[src/sv/swsr_pkg.sv]
`default_nettype none

package swsr_pkg;

    // Tick counter and timing register width
    localparam int COUNTER_WIDTH = 16;
    localparam logic [COUNTER_WIDTH-1:0] CNT_MAX = '1;

    // Configuration port geometry
    localparam int NUM_REGS   = 6;
    localparam int ADDR_WIDTH = $clog2(NUM_REGS) + 2;
    localparam int DATA_WIDTH = 32;
    localparam int IDX_WIDTH  = ADDR_WIDTH - 2;

    // Register indexes
    localparam logic [IDX_WIDTH-1:0] REG_START_LOW      = IDX_WIDTH'(0);
    localparam logic [IDX_WIDTH-1:0] REG_START_HIGH     = IDX_WIDTH'(1);
    localparam logic [IDX_WIDTH-1:0] REG_RESPONSE_WAIT  = IDX_WIDTH'(2);
    localparam logic [IDX_WIDTH-1:0] REG_RESPONSE_CHECK = IDX_WIDTH'(3);
    localparam logic [IDX_WIDTH-1:0] REG_BIT_SAMPLE     = IDX_WIDTH'(4);
    localparam logic [IDX_WIDTH-1:0] REG_BYTES_FRAME    = IDX_WIDTH'(5);

    // Reset values
    localparam logic [COUNTER_WIDTH-1:0] RST_START_LOW      = COUNTER_WIDTH'(1200);
    localparam logic [COUNTER_WIDTH-1:0] RST_START_HIGH     = COUNTER_WIDTH'(20);
    localparam logic [COUNTER_WIDTH-1:0] RST_RESPONSE_WAIT  = COUNTER_WIDTH'(40);
    localparam logic [COUNTER_WIDTH-1:0] RST_RESPONSE_CHECK = COUNTER_WIDTH'(80);
    localparam logic [COUNTER_WIDTH-1:0] RST_BIT_SAMPLE     = COUNTER_WIDTH'(40);
    localparam logic [3:0]               RST_BYTES_FRAME    = 4'd5;

    // Line drive codes
    localparam logic [1:0] DRIVE_RELEASE = 2'd0;
    localparam logic [1:0] DRIVE_LOW     = 2'd1;
    localparam logic [1:0] DRIVE_HIGH    = 2'd2;

    // Response status codes
    localparam logic [1:0] STATUS_OK   = 2'd0;
    localparam logic [1:0] STATUS_BAD  = 2'd1;
    localparam logic [1:0] STATUS_NONE = 2'd2;

    // Timing and frame settings handed to the receiver
    typedef struct packed {
        logic [COUNTER_WIDTH-1:0] start_low_ticks;
        logic [COUNTER_WIDTH-1:0] start_high_ticks;
        logic [COUNTER_WIDTH-1:0] response_wait_ticks;
        logic [COUNTER_WIDTH-1:0] response_check_ticks;
        logic [COUNTER_WIDTH-1:0] bit_sample_ticks;
        logic [3:0]               bytes_per_frame;
    } swsr_cfg_t;

endpackage

`default_nettype wire

[src/sv/swsr_regs.sv]
`default_nettype none

module swsr_regs (
    input  wire logic                              clk,
    input  wire logic                              rst_n,
    input  wire logic                              psel,
    input  wire logic                              penable,
    input  wire logic                              pwrite,
    input  wire logic [swsr_pkg::ADDR_WIDTH-1:0]   paddr,
    input  wire logic [swsr_pkg::DATA_WIDTH-1:0]   pwdata,
    output logic      [swsr_pkg::DATA_WIDTH-1:0]   prdata,
    output logic                                   pready,
    output swsr_pkg::swsr_cfg_t                    cfg
);
    import swsr_pkg::*;

    swsr_cfg_t             cfg_reg;
    logic                  wr_en;
    logic [IDX_WIDTH-1:0]  reg_idx;

    assign pready  = 1'b1;
    assign wr_en   = psel && penable && pwrite;
    assign reg_idx = paddr[ADDR_WIDTH-1:2];
    assign cfg     = cfg_reg;

    // Register writes on the access phase
    always_ff @(posedge clk or negedge rst_n)
    begin
        if (!rst_n)
        begin
            cfg_reg.start_low_ticks      <= RST_START_LOW;
            cfg_reg.start_high_ticks     <= RST_START_HIGH;
            cfg_reg.response_wait_ticks  <= RST_RESPONSE_WAIT;
            cfg_reg.response_check_ticks <= RST_RESPONSE_CHECK;
            cfg_reg.bit_sample_ticks     <= RST_BIT_SAMPLE;
            cfg_reg.bytes_per_frame      <= RST_BYTES_FRAME;
        end
        else if (wr_en)
        begin
            case (reg_idx)
                REG_START_LOW:      cfg_reg.start_low_ticks      <= pwdata[COUNTER_WIDTH-1:0];
                REG_START_HIGH:     cfg_reg.start_high_ticks     <= pwdata[COUNTER_WIDTH-1:0];
                REG_RESPONSE_WAIT:  cfg_reg.response_wait_ticks  <= pwdata[COUNTER_WIDTH-1:0];
                REG_RESPONSE_CHECK: cfg_reg.response_check_ticks <= pwdata[COUNTER_WIDTH-1:0];
                REG_BIT_SAMPLE:     cfg_reg.bit_sample_ticks     <= pwdata[COUNTER_WIDTH-1:0];
                REG_BYTES_FRAME:    cfg_reg.bytes_per_frame      <= pwdata[3:0];
                default: ;
            endcase
        end
    end

    // Read mux
    always_comb
    begin
        case (reg_idx)
            REG_START_LOW:      prdata = DATA_WIDTH'(cfg_reg.start_low_ticks);
            REG_START_HIGH:     prdata = DATA_WIDTH'(cfg_reg.start_high_ticks);
            REG_RESPONSE_WAIT:  prdata = DATA_WIDTH'(cfg_reg.response_wait_ticks);
            REG_RESPONSE_CHECK: prdata = DATA_WIDTH'(cfg_reg.response_check_ticks);
            REG_BIT_SAMPLE:     prdata = DATA_WIDTH'(cfg_reg.bit_sample_ticks);
            REG_BYTES_FRAME:    prdata = DATA_WIDTH'(cfg_reg.bytes_per_frame);
            default:            prdata = '0;
        endcase
    end

endmodule

`default_nettype wire

[src/sv/single_wire_sensor_reader.sv]
// A tick word accepted at a clock edge has its result word in the result register after that edge.
// Throughput: one tick word per cycle while out_ready drains the result register, set by
// the single registered step from the state and tick word to the result register.
// Reset (rst_n, asynchronous, low): receiver idle, counters and shift byte cleared,
// timing registers at their defaults, no result word held.
`default_nettype none

module single_wire_sensor_reader (
    input  wire logic                              clk,
    input  wire logic                              rst_n,
    // configuration port
    input  wire logic                              psel,
    input  wire logic                              penable,
    input  wire logic                              pwrite,
    input  wire logic [swsr_pkg::ADDR_WIDTH-1:0]   paddr,
    input  wire logic [swsr_pkg::DATA_WIDTH-1:0]   pwdata,
    output logic      [swsr_pkg::DATA_WIDTH-1:0]   prdata,
    output logic                                   pready,
    // tick words in
    input  wire logic                              in_valid,
    output logic                                   in_ready,
    input  wire logic                              start_request,
    input  wire logic                              line_level,
    // result words out
    output logic                                   out_valid,
    input  wire logic                              out_ready,
    output logic      [1:0]                        line_drive,
    output logic                                   busy_res,
    output logic                                   byte_valid,
    output logic      [7:0]                        received_byte,
    output logic                                   byte_last,
    output logic                                   status_valid,
    output logic      [1:0]                        response_status
);
    import swsr_pkg::*;

    typedef enum logic [3:0] {
        PH_IDLE       = 4'd0,
        PH_LOW        = 4'd1,
        PH_HIGH       = 4'd2,
        PH_WAIT       = 4'd3,
        PH_CHECK      = 4'd4,
        PH_DRAIN_OK   = 4'd5,
        PH_DRAIN_FAIL = 4'd6,
        PH_BIT_HIGH   = 4'd7,
        PH_BIT_DELAY  = 4'd8,
        PH_BIT_LOW    = 4'd9
    } phase_t;

    swsr_cfg_t cfg;

    swsr_regs u_regs (
        .clk     (clk),
        .rst_n   (rst_n),
        .psel    (psel),
        .penable (penable),
        .pwrite  (pwrite),
        .paddr   (paddr),
        .pwdata  (pwdata),
        .prdata  (prdata),
        .pready  (pready),
        .cfg     (cfg)
    );

    // State
    phase_t                   phase_reg, phase_next, eff_phase;
    logic [COUNTER_WIDTH-1:0] tick_count_reg, tick_count_next, eff_tick;
    logic [2:0]               bit_index_reg, bit_index_next;
    logic [7:0]               shift_byte_reg, shift_byte_next;
    logic [3:0]               bytes_left_reg, bytes_left_next;

    // Result register
    logic                     out_valid_reg;
    logic [1:0]               line_drive_reg, line_drive_next;
    logic                     busy_reg, busy_next;
    logic                     byte_valid_reg, byte_valid_next;
    logic [7:0]               received_byte_reg, received_byte_next;
    logic                     byte_last_reg, byte_last_next;
    logic                     status_valid_reg, status_valid_next;
    logic [1:0]               status_reg, status_next;

    logic                     in_acc;
    logic [COUNTER_WIDTH-1:0] tick_limit, tick_inc;
    logic                     step_done;
    logic [7:0]               shift_cat;

    // New word taken whenever the result register is empty or being drained
    assign in_ready = !out_valid_reg || out_ready;
    assign in_acc   = in_valid && in_ready;

    // Start from idle enters the low phase on the same tick
    always_comb
    begin
        eff_phase = phase_reg;
        eff_tick  = tick_count_reg;
        if (phase_reg == PH_IDLE && start_request)
        begin
            eff_phase = PH_LOW;
            eff_tick  = '0;
        end
    end

    // Shared step counter: saturating increment, ends at limit or at max
    always_comb
    begin
        case (eff_phase)
            PH_LOW:   tick_limit = cfg.start_low_ticks;
            PH_HIGH:  tick_limit = cfg.start_high_ticks;
            PH_WAIT:  tick_limit = cfg.response_wait_ticks;
            PH_CHECK: tick_limit = cfg.response_check_ticks;
            default:  tick_limit = cfg.bit_sample_ticks;
        endcase
        tick_inc  = (eff_tick == CNT_MAX) ? eff_tick : eff_tick + 1'b1;
        step_done = (tick_inc >= tick_limit) || (tick_inc == CNT_MAX);
    end

    assign shift_cat = {shift_byte_reg[6:0], line_level};

    // Per-tick step
    always_comb
    begin
        phase_next         = eff_phase;
        tick_count_next    = eff_tick;
        bit_index_next     = bit_index_reg;
        shift_byte_next    = shift_byte_reg;
        bytes_left_next    = bytes_left_reg;
        line_drive_next    = DRIVE_RELEASE;
        busy_next          = (eff_phase != PH_IDLE);
        byte_valid_next    = 1'b0;
        received_byte_next = '0;
        byte_last_next     = 1'b0;
        status_valid_next  = 1'b0;
        status_next        = STATUS_OK;

        case (eff_phase)
            PH_IDLE: ;
            PH_LOW:
            begin
                line_drive_next = DRIVE_LOW;
                tick_count_next = step_done ? '0 : tick_inc;
                if (step_done)
                    phase_next = PH_HIGH;
            end
            PH_HIGH:
            begin
                line_drive_next = DRIVE_HIGH;
                tick_count_next = step_done ? '0 : tick_inc;
                if (step_done)
                    phase_next = PH_WAIT;
            end
            PH_WAIT:
            begin
                tick_count_next = step_done ? '0 : tick_inc;
                if (step_done)
                begin
                    if (!line_level)
                        phase_next = PH_CHECK;
                    else
                    begin
                        status_valid_next = 1'b1;
                        status_next       = STATUS_NONE;
                        phase_next        = PH_DRAIN_FAIL;
                    end
                end
            end
            PH_CHECK:
            begin
                tick_count_next = step_done ? '0 : tick_inc;
                if (step_done)
                begin
                    status_valid_next = 1'b1;
                    status_next       = line_level ? STATUS_OK : STATUS_BAD;
                    phase_next        = line_level ? PH_DRAIN_OK : PH_DRAIN_FAIL;
                end
            end
            PH_DRAIN_OK:
            begin
                if (!line_level)
                begin
                    bytes_left_next = cfg.bytes_per_frame;
                    bit_index_next  = '0;
                    shift_byte_next = '0;
                    phase_next = (cfg.bytes_per_frame == '0) ? PH_IDLE : PH_BIT_HIGH;
                end
            end
            PH_DRAIN_FAIL:
            begin
                if (!line_level)
                    phase_next = PH_IDLE;
            end
            PH_BIT_HIGH:
            begin
                if (line_level)
                begin
                    tick_count_next = '0;
                    phase_next      = PH_BIT_DELAY;
                end
            end
            PH_BIT_DELAY:
            begin
                tick_count_next = step_done ? '0 : tick_inc;
                if (step_done)
                begin
                    shift_byte_next = shift_cat;
                    if (bit_index_reg == 3'd7)
                    begin
                        byte_valid_next    = 1'b1;
                        received_byte_next = shift_cat;
                        byte_last_next     = (bytes_left_reg == 4'd1);
                        bytes_left_next    = bytes_left_reg - 4'd1;
                        bit_index_next     = '0;
                    end
                    else
                        bit_index_next = bit_index_reg + 3'd1;
                    phase_next = PH_BIT_LOW;
                end
            end
            PH_BIT_LOW:
            begin
                if (!line_level)
                    phase_next = (bytes_left_reg == '0) ? PH_IDLE : PH_BIT_HIGH;
            end
            default:
            begin
                phase_next      = PH_IDLE;
                tick_count_next = '0;
            end
        endcase
    end

    // State and result register
    always_ff @(posedge clk or negedge rst_n)
    begin
        if (!rst_n)
        begin
            phase_reg         <= PH_IDLE;
            tick_count_reg    <= '0;
            bit_index_reg     <= '0;
            shift_byte_reg    <= '0;
            bytes_left_reg    <= '0;
            out_valid_reg     <= 1'b0;
            line_drive_reg    <= DRIVE_RELEASE;
            busy_reg          <= 1'b0;
            byte_valid_reg    <= 1'b0;
            received_byte_reg <= '0;
            byte_last_reg     <= 1'b0;
            status_valid_reg  <= 1'b0;
            status_reg        <= STATUS_OK;
        end
        else if (in_acc)
        begin
            phase_reg         <= phase_next;
            tick_count_reg    <= tick_count_next;
            bit_index_reg     <= bit_index_next;
            shift_byte_reg    <= shift_byte_next;
            bytes_left_reg    <= bytes_left_next;
            out_valid_reg     <= 1'b1;
            line_drive_reg    <= line_drive_next;
            busy_reg          <= busy_next;
            byte_valid_reg    <= byte_valid_next;
            received_byte_reg <= received_byte_next;
            byte_last_reg     <= byte_last_next;
            status_valid_reg  <= status_valid_next;
            status_reg        <= status_next;
        end
        else if (out_ready)
            out_valid_reg <= 1'b0;
    end

    assign out_valid       = out_valid_reg;
    assign line_drive      = line_drive_reg;
    assign busy_res        = busy_reg;
    assign byte_valid      = byte_valid_reg;
    assign received_byte   = received_byte_reg;
    assign byte_last       = byte_last_reg;
    assign status_valid    = status_valid_reg;
    assign response_status = status_reg;

    // A byte and a response status never come out on the same tick
    a_byte_status_excl: assert property (@(posedge clk) disable iff (!rst_n)
        out_valid_reg |-> !(byte_valid_reg && status_valid_reg))
        else $error("byte and status in one word");

    // Last-byte mark only on a completed byte
    a_last_needs_byte: assert property (@(posedge clk) disable iff (!rst_n)
        byte_last_reg |-> byte_valid_reg)
        else $error("byte_last without byte_valid");

    // The line is only driven during a transaction
    a_drive_busy: assert property (@(posedge clk) disable iff (!rst_n)
        (out_valid_reg && line_drive_reg != DRIVE_RELEASE) |-> busy_reg)
        else $error("line driven while not busy");

    // Idle with no start request stays idle
    a_idle_holds: assert property (@(posedge clk) disable iff (!rst_n)
        (in_acc && phase_reg == PH_IDLE && !start_request) |=> phase_reg == PH_IDLE)
        else $error("left idle without start");

    // A start from idle shows as a driven-low, busy word
    a_start_drives_low: assert property (@(posedge clk) disable iff (!rst_n)
        (in_acc && phase_reg == PH_IDLE && start_request)
            |=> (busy_reg && line_drive_reg == DRIVE_LOW))
        else $error("start did not drive the line low");

endmodule

`default_nettype wire

[config.mk]
export PLATFORM = sky130hd
export DESIGN_NAME = single_wire_sensor_reader
export DESIGN_NICKNAME = d
export VERILOG_FILES = /design/src/sv/swsr_pkg.sv /design/src/sv/swsr_regs.sv /design/src/sv/single_wire_sensor_reader.sv
export SDC_FILE = /design/constraint.sdc
export NUM_CORES = 1
export LEC_CHECK = 0
export BUFFER_PORTS_ARGS = -buffer_cell sky130_fd_sc_hd__buf_2
export CORE_ASPECT_RATIO = 0.8
export CORE_MARGIN = 2
export CORE_UTILIZATION = 63
export DETAILED_ROUTE_END_ITERATION = 10
export PLACE_DENSITY = 0.85
export SYNTH_ARGS = -nofsm -noshare
export SYNTH_HDL_FRONTEND = slang
export SYNTH_SLANG_ARGS = --single-unit
[constraint.sdc]
create_clock -name clk -period 7.5 [get_ports clk]
set_input_delay 1.5 -clock clk [delete_from_list [all_inputs] [get_ports clk]]
set_output_delay 1.5 -clock clk [all_outputs]
set_load 0.03 [all_outputs]
* After elaboration in Yosys (flattened, before gate mapping)
Index checks and enable logic that the tools add are counted.
** Storage, ports and cells
- Input bits :: 46
- Word-level logic and storage cells :: 123
- Output and inout port bits :: 51
- Flip-flop bits (word level) :: 135
** Cells by class
- $lt $le $gt $ge :: 1
- Add/sub/neg operators :: 3
- Eq/ne operators :: 21
- Muxes and demuxes :: 54
- Reduce and logical (&&, ||, !) cells :: 25
** Operators with widths (count)
- $pmux 16 s6 :: 1
- $mux 16 :: 4
- $pmux 16 s4 :: 1
- $mux 4 :: 13
- $pmux 16 s3 :: 1
- $pmux 4 s10 :: 1
- $eq 16x16->1 const B :: 2
- $mux 8 :: 3
- $add 16x1->16 const B :: 1
- $eq 4x3->1 const B :: 4
- $ge 16x16->1 :: 1
- $logic_not 4->1 :: 4
- $mux 3 :: 5
- $mux 7 :: 2
- $pmux 7 s2 :: 1
- $mux 1 :: 13
- $reduce_and 2->1 :: 6
- $eq 3x3->1 const B :: 3
- $eq 4x1->1 const B :: 2
- $eq 4x2->1 const B :: 2
- $eq 4x4->1 const B :: 2
- $mux 2 :: 4
- $pmux 2 s2 :: 2
- $pmux 4 s2 :: 1
- 17 further kinds :: 25

* Depth between registers and ports, before layout
Gate-level depths: netlist of run 1.
- Word-level depth :: 9
- Mapped depth :: 24

* Modules after synthesis
Synthesis of run 1 repeated with hierarchy kept, for this count alone.
** Second synthesis, totals
- Cells, all modules :: 725
- Area, all modules :: 8021.4 um^2
** By module, submodules not included
- swsr_regs :: sequential area each 2119.5 um^2, area each 4164.0 um^2, times used 1, cells an instance 287
- single_wire_sensor_reader :: sequential area each 1276.2 um^2, area each 3857.4 um^2, times used 1, cells an instance 438

* Worst setup path before layout of run 1
Ideal clock, no wire load.
- Path kind :: input to register
- Start :: in start_request
- End :: reg phase_reg[0]
- Setup time :: 0.125 ns
- Arrival :: 5.009 ns
- Path slack :: 2.366 ns
- Path buffers :: 3
- Required time :: 7.375 ns
- Stages :: 20
- Cells stage by stage :: and2_1 -> buf_2 -> nor2_1 -> ha_1 -> buf_2 -> and3_1 -> and4_1 -> mux2i_1 -> nor2_1 -> ha_1 -> a21oi_1 -> o211ai_1 -> a2111o_1 -> a21oi_1 -> o31ai_1 -> a41oi_4 -> buf_6 -> mux2i_1 -> o2111ai_1 -> o2bb2ai_1
** On the way
- Cells in the longest elaborated chain, start to end :: 8
- Elaborated cells on any way between the ends :: 30
- Classes of those cells :: add/sub (1); order compare (1); eq/ne (11); mux (14); reduce/logical (3)
** Ends and longest elaborated chain
- start: declaration :: line single_wire_sensor_reader.sv:22 : input wire logic start_request,
- $logic_and 1x1->1 * :: line single_wire_sensor_reader.sv:96 : if (phase_reg == PH_IDLE && start_request)
- $mux 16 / $mux 4 (equally long branches) :: line single_wire_sensor_reader.sv:96
- $add 16x1->16 (tied with other cells) :: line single_wire_sensor_reader.sv:113 : tick_inc = (eff_tick == CNT_MAX) ? eff_tick : eff_tick + 1'b1;
- $mux 16 / $pmux 16 s4 (equally long branches) :: line single_wire_sensor_reader.sv:113, single_wire_sensor_reader.sv:106
- $ge 16x16->1 / $eq 16x16->1 (equally long branches) :: line single_wire_sensor_reader.sv:114 : step_done = (tick_inc >= tick_limit) || (tick_inc == CNT_MAX);
- $logic_or 1x1->1 :: line single_wire_sensor_reader.sv:114
- $mux 4, on equally long branches
- $pmux 4 s10 * :: line single_wire_sensor_reader.sv:135 : case (eff_phase)
- end signal: assignment :: line single_wire_sensor_reader.sv:252 : phase_reg <= phase_next;
- end: declaration :: line single_wire_sensor_reader.sv:66 : phase_t phase_reg, phase_next, eff_phase;
Mark *: on every way between the ends. The rest lies on a longest branch, timed or not.
A chain may end at the register's enable or synchronous reset.

* Worst setup path in the final report of run 1
- Start :: in start_request
- End :: reg tick_count_reg[0]
** On the way
- Cells in the longest elaborated chain, start to end :: 8
- Elaborated cells on any way between the ends :: 25
- Classes of those cells :: add/sub (1); order compare (1); eq/ne (11); mux (7); reduce/logical (5)
** Ends and longest elaborated chain
- $logic_and 1x1->1 * :: line single_wire_sensor_reader.sv:96
- $mux 16 / $mux 4 (equally long branches) :: line single_wire_sensor_reader.sv:96
- $add 16x1->16 (tied with other cells) :: line single_wire_sensor_reader.sv:113
- $mux 16 / $pmux 16 s4 (equally long branches) :: line single_wire_sensor_reader.sv:113, single_wire_sensor_reader.sv:106
- $ge 16x16->1 / $eq 16x16->1 (equally long branches) :: line single_wire_sensor_reader.sv:114
- $logic_or 1x1->1 :: line single_wire_sensor_reader.sv:114
- $mux 16
- $pmux 16 s3 * :: line single_wire_sensor_reader.sv:135
- end signal: assignment :: line single_wire_sensor_reader.sv:253 : tick_count_reg <= tick_count_next;
- end: declaration :: line single_wire_sensor_reader.sv:67 : logic [COUNTER_WIDTH-1:0] tick_count_reg, tick_count_next, eff_tick;
Marked as above.

==> metrics.md, run 1 <==
| Metric | Value |
|---|---|
| Clock slew seen by the registers of the worst setup and hold paths | ~60 ps |
| Max reg flops | 84 |
| CTS tree | done |
| Status | completed |
| Sequential power share | 0.377 |
| Adder-Cell Fraction of Synth Area | 0.0350 |
| Compound-gate portion of the synthesized area | 0.165 |
| Post-synth cell types | between 60 and 70 |
| Max Buffers Root-to-Sink | 2 |
| Post-CTS Setup Repair Bufs | 0 |
| DR WL/cell | 21.1 µm |
| Seq/Total Area, Yosys | 0.436 |
| Drt drc | 0 |
| CTS Sinks | between 100 and 150 |
| H-tree depth | 4 |
| Skew final | roughly 11 ps |
| CP max FO | 20 |
| Synth area leader | dfrtp_1 |
| Final net count | 870 |
| Std-Cell Rows | 36 |
| Vias in the first global route | between 6000 and 7000 |
| Synth Cell Area | 7790 µm² |
| Die Y | between 100 and 150 µm |
| ANT nets after route | 0 |
| CTS resizes | 0 |
| Synth Area per Inst | approximately 10 µm² |
| Gate power share | 0.321 |
| Clock power share | 0.302 |
| Final cycle utilization of the critical path | 0.796 |
| Synth top area share | 0.389 |
| EDFF count, synth | 0 |
| Lkg Pwr | ~0.0040 µW |
| Synth Register Bits | around 140 |
| Simple-gate area share of the yosys netlist | 0.138 |
| Die W | 128 µm |
| GRT Total Usage | 0.318 |
| Fmax achieved | 167 MHz |
| DPL Wire Length | between 10000 and 15000 µm |
| Xor and xnor area share after synthesis | 0.00900 |
| Largest net degree at the start of global routing | roughly 70 |
| Die area | roughly 13000 µm² |
| Unrepaired setup endpoints after global routing | no |
| Share of layout cells above drive strength 1 | 0.277 |
| Worst min path class | reg2reg |
| Placer Congestion | around 0.92 |
| Area Overhead vs Synth | 11.8% |
| Antenna Cells | 0 |
| Antenna violations before repair | 0 |
| Worst Max-Slew Pin Slew | roughly 1200 ps |
| Max Slew Vio Count | 0 |
| # IOs | 97 |
| 1st-iter DRT viols | about 900 |
| Net switching power | 1060 µW |
| Period minus WS final | 5970 ps |
| # setup viols final | 0 |
| Startpoint Class | input pin |
| Worst VDD drop | about 0.21 mV |
| Core Region | 12100 µm² |
| Max_slew headroom | 0.208 |
| Mux contribution to synthesized area | 0.162 |
| Largest family of logic cells by synthesized area | compound AO/OA/AOI/OAI gates |
| Global-route wire length before repair | between 30000 and 40000 µm |
| Asr flop ratio synth | 1.00 |
| Detailed-route wire length | 20500 µm |
| # placed instances | 936 |
| Arr. time, crit path | ~6300 ps |
| Clk root buf | clkbuf_16 |
| Detail-routed via count per cell | 6.72 |
| Cts hold-fix bufs | 0 |
| Power Internal | between 1500 and 2000 µW |
| CP required | between 7000 and 8000 ps |
| Post-Syn Instances | about 760 |
| Fin cells | a little under 1000 |
| Worst skew pair latency | between 400 and 500 ps |
| Syn. warnings | 0 |
| First-pass DRT Iterations | 8 |
| Grt ovf | 0 |
| Via count | 6509 |
| Setup TNS | 0 ps |
| PwrDens | approximately 320 nW/µm² |
| Number of buffers added on ports | around 60 |
| Sw frac | 0.386 |
| Max-Cap Viols | 0 |
| Fin. Hold Viols | 0 |
| CP endpoint kind | register |
| WS Path Type | in2reg |
| Top_reg_cell synth | dfrtp_1 |
| Top cells by area, synth | dfrtp_1 39%, mux2_2 12%, dfstp_2 4.7% |
| Starting Density | 0.643 |
| CTS Buf Count | 17 |
[stage by stage]
stage / power, µW / worst slack, ps / utilization / hold slack (ps) / cell area, µm²
after global placement: 1850 / 1350 / 0.671 / 453 / 8130
after CTS: 2740 / 1570 / 0.719 / 479 / 8710
after detailed placement: 1910 / 1120 / 0.671 / 464 / 8130
after floorplan: 1640 / 2370 / - / 466 / 7840
final: 2760 / 1530 / 0.719 / 478 / 8710
after global routing: 2890 / 1260 / 0.719 / 505 / 8710
[worst max-delay path, cell delays in order]
cell and delay (ps):
buf_2 120, and2_1 130, buf_4 200, nor2_1 210
ha_1 430, nand4_1 200, nor4_4 340, nand2_1 200
nand2_1 120, xor2_1 150, nor2_1 90, ha_1 330
nand4_1 100, o211ai_1 120, a2111o_1 410, a21oi_1 130
o31ai_1 120, a41oi_4 510, and3_1 650, inv_1 80
o21ai_0 150
[layer usage]
layer  vias up  part of all wire  GRT usage
li1       2877                 -          -
met1      3184              0.42      0.430
met2       393              0.46      0.495
met3        55             0.092     0.0684
met4         0             0.028      0.155
met5         -                 0          0
[cell usage in the layout (no fill, tap or decap), types with 21 or more instances in the layout]
cell type	synthesis	final
ha_1	21	21
a21oi_1	44	44
a22o_1	24	24
nor2_1	53	53
mux2i_1	26	26
mux2_2	85	85
o21ai_0	32	32
dfrtp_1	121	121
buf_2	7	60
nand2_1	71	71
[cells by family (layout without fill, tap and decap cells)]
family          count (synthesis)  count (layout)
flops                         135             135
compound gates                181             181
fa+ha+maj                      22              22
mux                           113             113
other cells                     2              17
simple gates                  215             215
buf+inv                        85             125
xor+xnor                        8               8
[final timing paths]
kind                       cells past startpoint  slack (ps)     startpoint           endpoint
min in group asynchronous                      1        1190          rst_n   received_byte[1]
hold / removal                                 1         480     byte_valid         byte_valid
setup / recovery                              21        1530  start_request  tick_count_reg[0]
max in group asynchronous                      2        4970          rst_n     u_regs.cfg[36]
hold reg to reg                                1         480     byte_valid         byte_valid
setup reg to reg                              21        1810   phase_reg[0]  tick_count_reg[0]
[layout make-up]
class,instances,area [µm²]
Sequential cell,135,3400
Timing Repair Buffer,73,398
Clock buffer,17,425
Clock inverter,15,156
Inverter,20,75.1
Multi-Input combinational cell,556,4070
Tap cell,152,190
Fill cell,820,3410
[Yosys cell counts (3+ instances only)]
cell       count
a211oi_1       7
a21o_1         3
a21oi_1       44
a222oi_1      16
a22o_1        24
a22oi_1        8
a31oi_1        5
and2_1         5
and3_1         7
and4_1         4
buf_1          3
buf_2          7
buf_4         18
buf_6          3
clkbuf_1      34
dfrtp_1      121
dfstp_2       14
ha_1          21
inv_1         19
mux2_2        85
mux2i_1       26
nand2_1       71
nand2b_1       8
nand3_1       19
nand4_1        7
nor2_1        53
nor2b_1        3
nor3_1        19
o2111ai_1      3
o21ai_0       32
o22ai_1       13
or3_1          4
xnor2_1        7
[power groups by stage]
stage	clock network [µW]	logic (µW)	registers [µW]
after floorplan	0	647	992
after global placement	0	821	1030
after detailed placement	0	862	1040
after CTS	834	870	1030
after global routing	863	966	1060
final	832	885	1040
Note: power is estimated with default switching activity, not from simulation.
==> run 2: changes to the inputs <==
--- a/config.mk
+++ b/config.mk
@@ -8,9 +8,9 @@
 export BUFFER_PORTS_ARGS = -buffer_cell sky130_fd_sc_hd__buf_2
 export CORE_ASPECT_RATIO = 0.8
 export CORE_MARGIN = 2
-export CORE_UTILIZATION = 63
+export CORE_UTILIZATION = 53
 export DETAILED_ROUTE_END_ITERATION = 10
-export PLACE_DENSITY = 0.85
+export PLACE_DENSITY = 0.76
 export SYNTH_ARGS = -nofsm -noshare
 export SYNTH_HDL_FRONTEND = slang
 export SYNTH_SLANG_ARGS = --single-unit
==> constraint.sdc (replaced) <==
create_clock -name clk -period 5.08 [get_ports clk]
set_input_delay 1.016 -clock clk [delete_from_list [all_inputs] [get_ports clk]]
set_output_delay 1.016 -clock clk [all_outputs]
set_load 0.03 [all_outputs]
==> metrics.md, run 2 (synthesized netlist as in run 1, its figures left out) <==
| Metric | Value |
|---|---|
| Total power | 4110 µW |
| DR WL/cell | between 20 and 25 µm |
| Period minus WS final | around 4700 ps |
| R2R Setup Slk | around 370 ps |
| Antenna Cells | 0 |
| WS Path Type | in2reg |
| Sequential power share | 0.366 |
| Arr. time, crit path | ~5000 ps |
| Commonest non-fill, non-tap cells in the layout | 120 x dfrtp_1, 85 x mux2_2, 71 x nand2_1, 60 x buf_2, 53 x nor2_1 |
| CP max FO | 11 |
| Starting Density | 0.545 |
| Hold WS | 475 ps |
| Crit Reg-Reg Startpoint | phase_reg[1] |
| Std-Cell Rows | 39 |
| Worst min path class | reg2reg |
| Final net count | just under 900 |
| Gate power share | 0.339 |
| Max Buffers Root-to-Sink | 2 |
| Antenna violations before repair | 1 |
| PwrDens | 464 nW/µm² |
| Fin util | 0.619 |
| Register-to-Register Path Depth | 18 |
| Net switching power | about 1600 µW |
| Worst VDD drop | a little under 0.3 mV |
| CP most frequent cell | nor2_1 |
| Detail-routed via count per cell | 6.39 |
| Largest net degree at the start of global routing | 136 |
| GRT Total Usage | 0.271 |
| # setup viols final | 0 |
| Placer Congestion | 0.892 |
| Commonest non-fill, non-tap cell in the layout | dfrtp_1 |
| Fmax achieved | 212 MHz |
| # IOs | 97 |
| CTS Buf Count | 17 |
| Max_slew headroom | 0.166 |
| Die Y | around 110 µm |
| Drt drc | 0 |
| Lkg Pwr | slightly above 0.004 µW |
| First-pass DRT Iterations | 7 |
| CTS Sinks | approximately 140 |
| Skew final | around 9 ps |
| Post-CTS Setup Repair Bufs | 0 |
| Via count | between 6000 and 7000 |
| Reg2reg end | bytes_left_reg[0] |
| Die W | ~140 µm |
| Number of buffers added on ports | 61 |
| Clock power share | 0.295 |
| Max-Cap Viols | 0 |
| CP startpoint | start_request |
| CP endpoint kind | register |
| Crit-path max cell delay | 470 ps |
| ANT nets after route | 0 |
| Unrepaired setup endpoints after global routing | no |
| Max Slew Vio Count | 0 |
| Fin cells | just over 1000 |
| Share of layout cells above drive strength 1 | 0.288 |
| Clk root buf | clkbuf_16 |
| 1st-iter DRT viols | slightly above 900 |
| Vias in the first global route | 6355 |
| Startpoint Class | input pin |
| Fillers | roughly 1100 |
| Max reg flops | 84 |
| CP max stage cell | nor3_4 |
| Detailed-route wire length | between 20000 and 25000 µm |
| Area Overhead vs Synth | 13.7% |
| Worst path cell trace | buf_2 -> and2_1 -> nor2_1 -> ha_1 -> nand3_1 -> nor4_4 -> nor2_1 -> nor3_1 -> ha_1 -> nor2_1 -> o211ai_1 -> a2111o_1 -> a21oi_1 -> o31ai_1 -> a41oi_4 -> buf_4 -> nor3_4 -> nand2_1 -> o221a_2 |
| Final cycle utilization of the critical path | 0.928 |
| Worst skew pair latency | approximately 430 ps |
| Power Internal | approximately 2500 µW |
| # placed instances | 981 |
| H-tree depth | 4 |
| CTS tree | done |
| Fin. Hold Viols | 0 |
| Die area | between 15000 and 20000 µm² |
| Global-route wire length before repair | about 33000 µm |
| Setup TNS | 0 ps |
| CP required | 5390 ps |
| Cts hold-fix bufs | 0 |
| Core Region | 14300 µm² |
| Clock slew seen by the registers of the worst setup and hold paths | ~60 ps |
| Sw frac | 0.382 |
| Grt ovf | 0 |
| DPL Wire Length | ~14000 µm |
| Status | completed |
| Setup crit end | bytes_left_reg[0] |
| Worst Max-Slew Pin Slew | roughly 1200 ps |
-- run 2: changes by cell type in the layout (fill, tap and decap cells not counted), moves of 2 or more --
cell	change
buf_4	+12
inv_8	-3
inv_6	+2
clkbuf_1	+2
-- run 2: per-stage QoR --
stage                     cell area [µm²]  setup WS (ps)
after floorplan                      7840            430
after global placement               8280           63.6
after detailed placement             8280          -5.44
after CTS                            8850            269
after global routing                 8860           55.8
final                                8860            365
-- run 2: worst min-delay path by stage --
| stage | from | end | slack, ps | depth (start not counted) |
|---|---|---|---|---|
| floorplan | shift_byte_reg[6] | received_byte[7] | 470 | 1 |
| global placement | byte_valid | byte_valid | 450 | 1 |
| detailed placement | byte_valid | byte_valid | 460 | 1 |
| CTS | line_drive[0] | line_drive[0] | 470 | 2 |
| global route | line_drive[0] | line_drive[0] | 500 | 2 |
| finish | line_drive[0] | line_drive[0] | 480 | 2 |
-- run 2: per-layer routing --
layer  track usage  share of wire  vias to the layer above  wire length [µm]
li1              -              -                     2909                 -
met1         0.362           0.43                     3175              8820
met2         0.428           0.47                      356              9650
met3        0.0853          0.093                       32              1920
met4        0.0774          0.014                        2               297
met5             0        0.00068                        -                14
-- run 2: layout make-up --
type	instances	area, µm²	share of cell area
clock buffers	19	433	0.0489
clock inverters	13	135	0.0153
inverters	20	75.1	0.00848
multi-input cells	556	4080	0.461
flip-flops and latches	135	3400	0.384
well taps	184	230	0.0260
repair buffers	86	508	0.0574
-- run 2: what timing repair did --
item / in CTS / in global routing
endpoints found under the setup margin: 0 / 21
endpoints found under the hold margin: 0 / 0
gates resized for setup: 0 / 2
-- run 2: worst max-delay path: cells and delay by family --
kind	cells	cell delay (ps)
simple gates	9	2090
fa+ha+maj	2	570
compound gates	6	990
buf+inv	2	360
-- run 2: power by group through the flow --
stage	clock network [µW]	logic (µW)	registers, µW
detailed placement	0	1350	1510
floorplan	0	955	1460
finish	1210	1400	1500
CTS	1220	1370	1490
global placement	0	1310	1490
global route	1280	1510	1530
==> run 3: changes to the inputs <==
--- a/config.mk
+++ b/config.mk
@@ -7,7 +7,7 @@
 export LEC_CHECK = 0
 export BUFFER_PORTS_ARGS = -buffer_cell sky130_fd_sc_hd__buf_2
 export CORE_ASPECT_RATIO = 0.8
-export CORE_MARGIN = 2
+export CORE_MARGIN = 4
 export CORE_UTILIZATION = 53
 export DETAILED_ROUTE_END_ITERATION = 10
 export PLACE_DENSITY = 0.76
==> metrics.md, run 3 (synthesized netlist as in run 1, its figures left out) <==
| Metric | Value |
|---|---|
| Max Buffers Root-to-Sink | 2 |
| Status | completed |
| # IOs | between 90 and 100 |
| CTS Sinks | around 140 |
| Worst hold path depth | 1 |
| Share of layout cells above drive strength 1 | 0.290 |
| Startpoint Class | register |
| # setup viols final | 0 |
| Setup TNS | 0 ps |
| CTS tree | done |
| WS Path Type | reg2reg |
| Clk root buf | clkbuf_16 |
| Unrepaired setup endpoints after global routing | no |
| Met3 usage | 0.0696 |
| Fmax achieved | between 200 and 250 MHz |
| Final cycle utilization of the critical path | 0.940 |
| Fillers | approximately 1200 |
| Reg2reg end | shift_byte_reg[5] |
| Largest net degree at the start of global routing | 51 |
| ANT nets after route | 0 |
| GRT Total Usage | 0.263 |
| CP required | approximately 5400 ps |
| Final net count | ~900 |
| Placer Congestion | approximately 0.89 |
| # placed instances | about 1000 |
| Fin cells | around 1000 |
| DPL Wire Length | ~14000 µm |
| Global-route wire length before repair | between 30000 and 40000 µm |
| Max reg flops | 84 |
| CTS Buf Count | 17 |
| Max Slew Vio Count | 0 |
| GRT Max-Usage Layer | met2 |
| Worst skew pair latency | roughly 430 ps |
| Register-to-Register Path Depth | 21 |
| Core Region | 14300 µm² |
| 1st-iter DRT viols | around 720 |
| Met1 Usage GRT | 0.356 |
| R2R Setup Slk | just over 300 ps |
| Std-Cell Rows | 39 |
| Multi-input logic area | between 4000 and 5000 µm² |
| Hold EP | byte_valid |
| Max_slew headroom | 0.218 |
| Arr. time, crit path | approximately 5100 ps |
| Antenna violations before repair | 1 |
| Worst Max-Slew Pin Slew | 1170 ps |
| Grt ovf | 0 |
| Hold Crit Start | byte_valid |
| First-pass DRT Iterations | 5 |
| Max-Cap Viols | 0 |
| Area Overhead vs Synth | 13.8% |
| DR WL/cell | ~21 µm |
| Crit Reg-Reg Startpoint | phase_reg[1] |
| Lkg Pwr | about 0.0041 µW |
| Detailed-route wire length | about 21000 µm |
| Commonest non-fill, non-tap cells in the layout | 120 x dfrtp_1, 85 x mux2_2, 71 x nand2_1, 60 x buf_2, 53 x nor2_1 |
| Worst min path class | reg2reg |
| Worst VDD drop | 0.283 mV |
| Commonest non-fill, non-tap cell in the layout | dfrtp_1 |
| FF/Latch Area | between 3000 and 4000 µm² |
| Drt drc | 0 |
| H-tree depth | 4 |
| Detail-routed via count per cell | ~6.5 |
| CP endpoint kind | register |
| Number of buffers added on ports | 61 |
| Clock slew seen by the registers of the worst setup and hold paths | about 60 ps |
| Skew final | between 9 and 10 ps |
| CP max FO | 14 |
| Starting Density | 0.543 |
| Die Y | about 120 µm |
| Fin. Hold Viols | 0 |
| Met2 GRT Util | 0.417 |
| Period minus WS final | 4770 ps |
| Die W | ~140 µm |
| Cts hold-fix bufs | 0 |
| Die area | around 17000 µm² |
| Vias in the first global route | 6600 |
| Via count | 6578 |
| PwrDens | approximately 460 nW/µm² |
-- run 3: power breakdown --
group	leakage [µW]	total, µW	internal, µW	switching (µW)
clock network	0.000271	1200	704	497
logic	0.00210	1390	537	853
registers	0.00171	1510	1310	206
total	0.00408	4100	2550	1560
-- run 3: stage by stage --
| stage | hold slack (ps) | cell area, µm² | util | power, µW | worst slack (ps) |
|---|---|---|---|---|---|
| 6_report | 481 | 8870 | 0.618 | 4100 | 306 |
| 3_5_place_dp | 469 | 8240 | 0.574 | 2850 | -118 |
| 2_1_floorplan | 466 | 7840 | - | 2420 | 430 |
| 5_1_grt | 525 | 8870 | 0.618 | 4310 | 55.6 |
| 3_3_place_gp | 455 | 8240 | 0.574 | 2780 | 75.2 |
| 4_1_cts | 482 | 8810 | 0.614 | 4060 | 104 |
-- run 3: worst max path at each step --
| stage | start | endpoint | slack [ps] | depth (start not counted) |
|---|---|---|---|---|
| 4_1_cts | phase_reg[1] | bit_index_reg[0] | 100 | 17 |
| 3_5_place_dp | start_request | bit_index_reg[0] | -120 | 17 |
| 5_1_grt | phase_reg[1] | shift_byte_reg[4] | 60 | 21 |
| 3_3_place_gp | start_request | bit_index_reg[0] | 80 | 19 |
| 6_report | phase_reg[1] | shift_byte_reg[5] | 310 | 21 |
| 2_1_floorplan | start_request | phase_reg[0] | 430 | 20 |
-- run 3: final cells by class --
type,count,share of cell area
antenna,1,0.000282
clock buffer,20,0.0515
timing repair buffer,87,0.0567
inverter,20,0.00847
clock inverter,12,0.0131
tap,184,0.0260
multi-input combinational,556,0.461
sequential,135,0.383
-- run 3: worst max-delay path, cell delays in order (launching register included) --
cell and delay [ps]:
dfrtp_2 510, nor4_2 320, nand2_1 160, and2_1 190, ha_1 290, and3_1 260, and4_1 210, mux2i_1 220
nor2_1 110, ha_1 340, a21oi_1 160, o211ai_1 130, a2111o_1 400, a21oi_1 120, o31ai_1 130, a41oi_4 340
buf_4 190, o31ai_4 60, buf_4 180, buf_4 150, nand3_1 80, o21ai_0 90
-- run 3: timing repair --
action | in CTS | in global routing
setup endpoints to repair | 0 | 38
resized for setup | 0 | 3
hold endpoints to repair | 0 | 0
setup buffers | 0 | 5
-- run 3: per-layer routing --
| layer | wire, µm | vias to the layer above |
|---|---|---|
| li1 | - | 2910 |
| met1 | 9180 | 3312 |
| met2 | 10200 | 310 |
| met3 | 1660 | 46 |
| met4 | 419 | 0 |
| met5 | 0 | - |
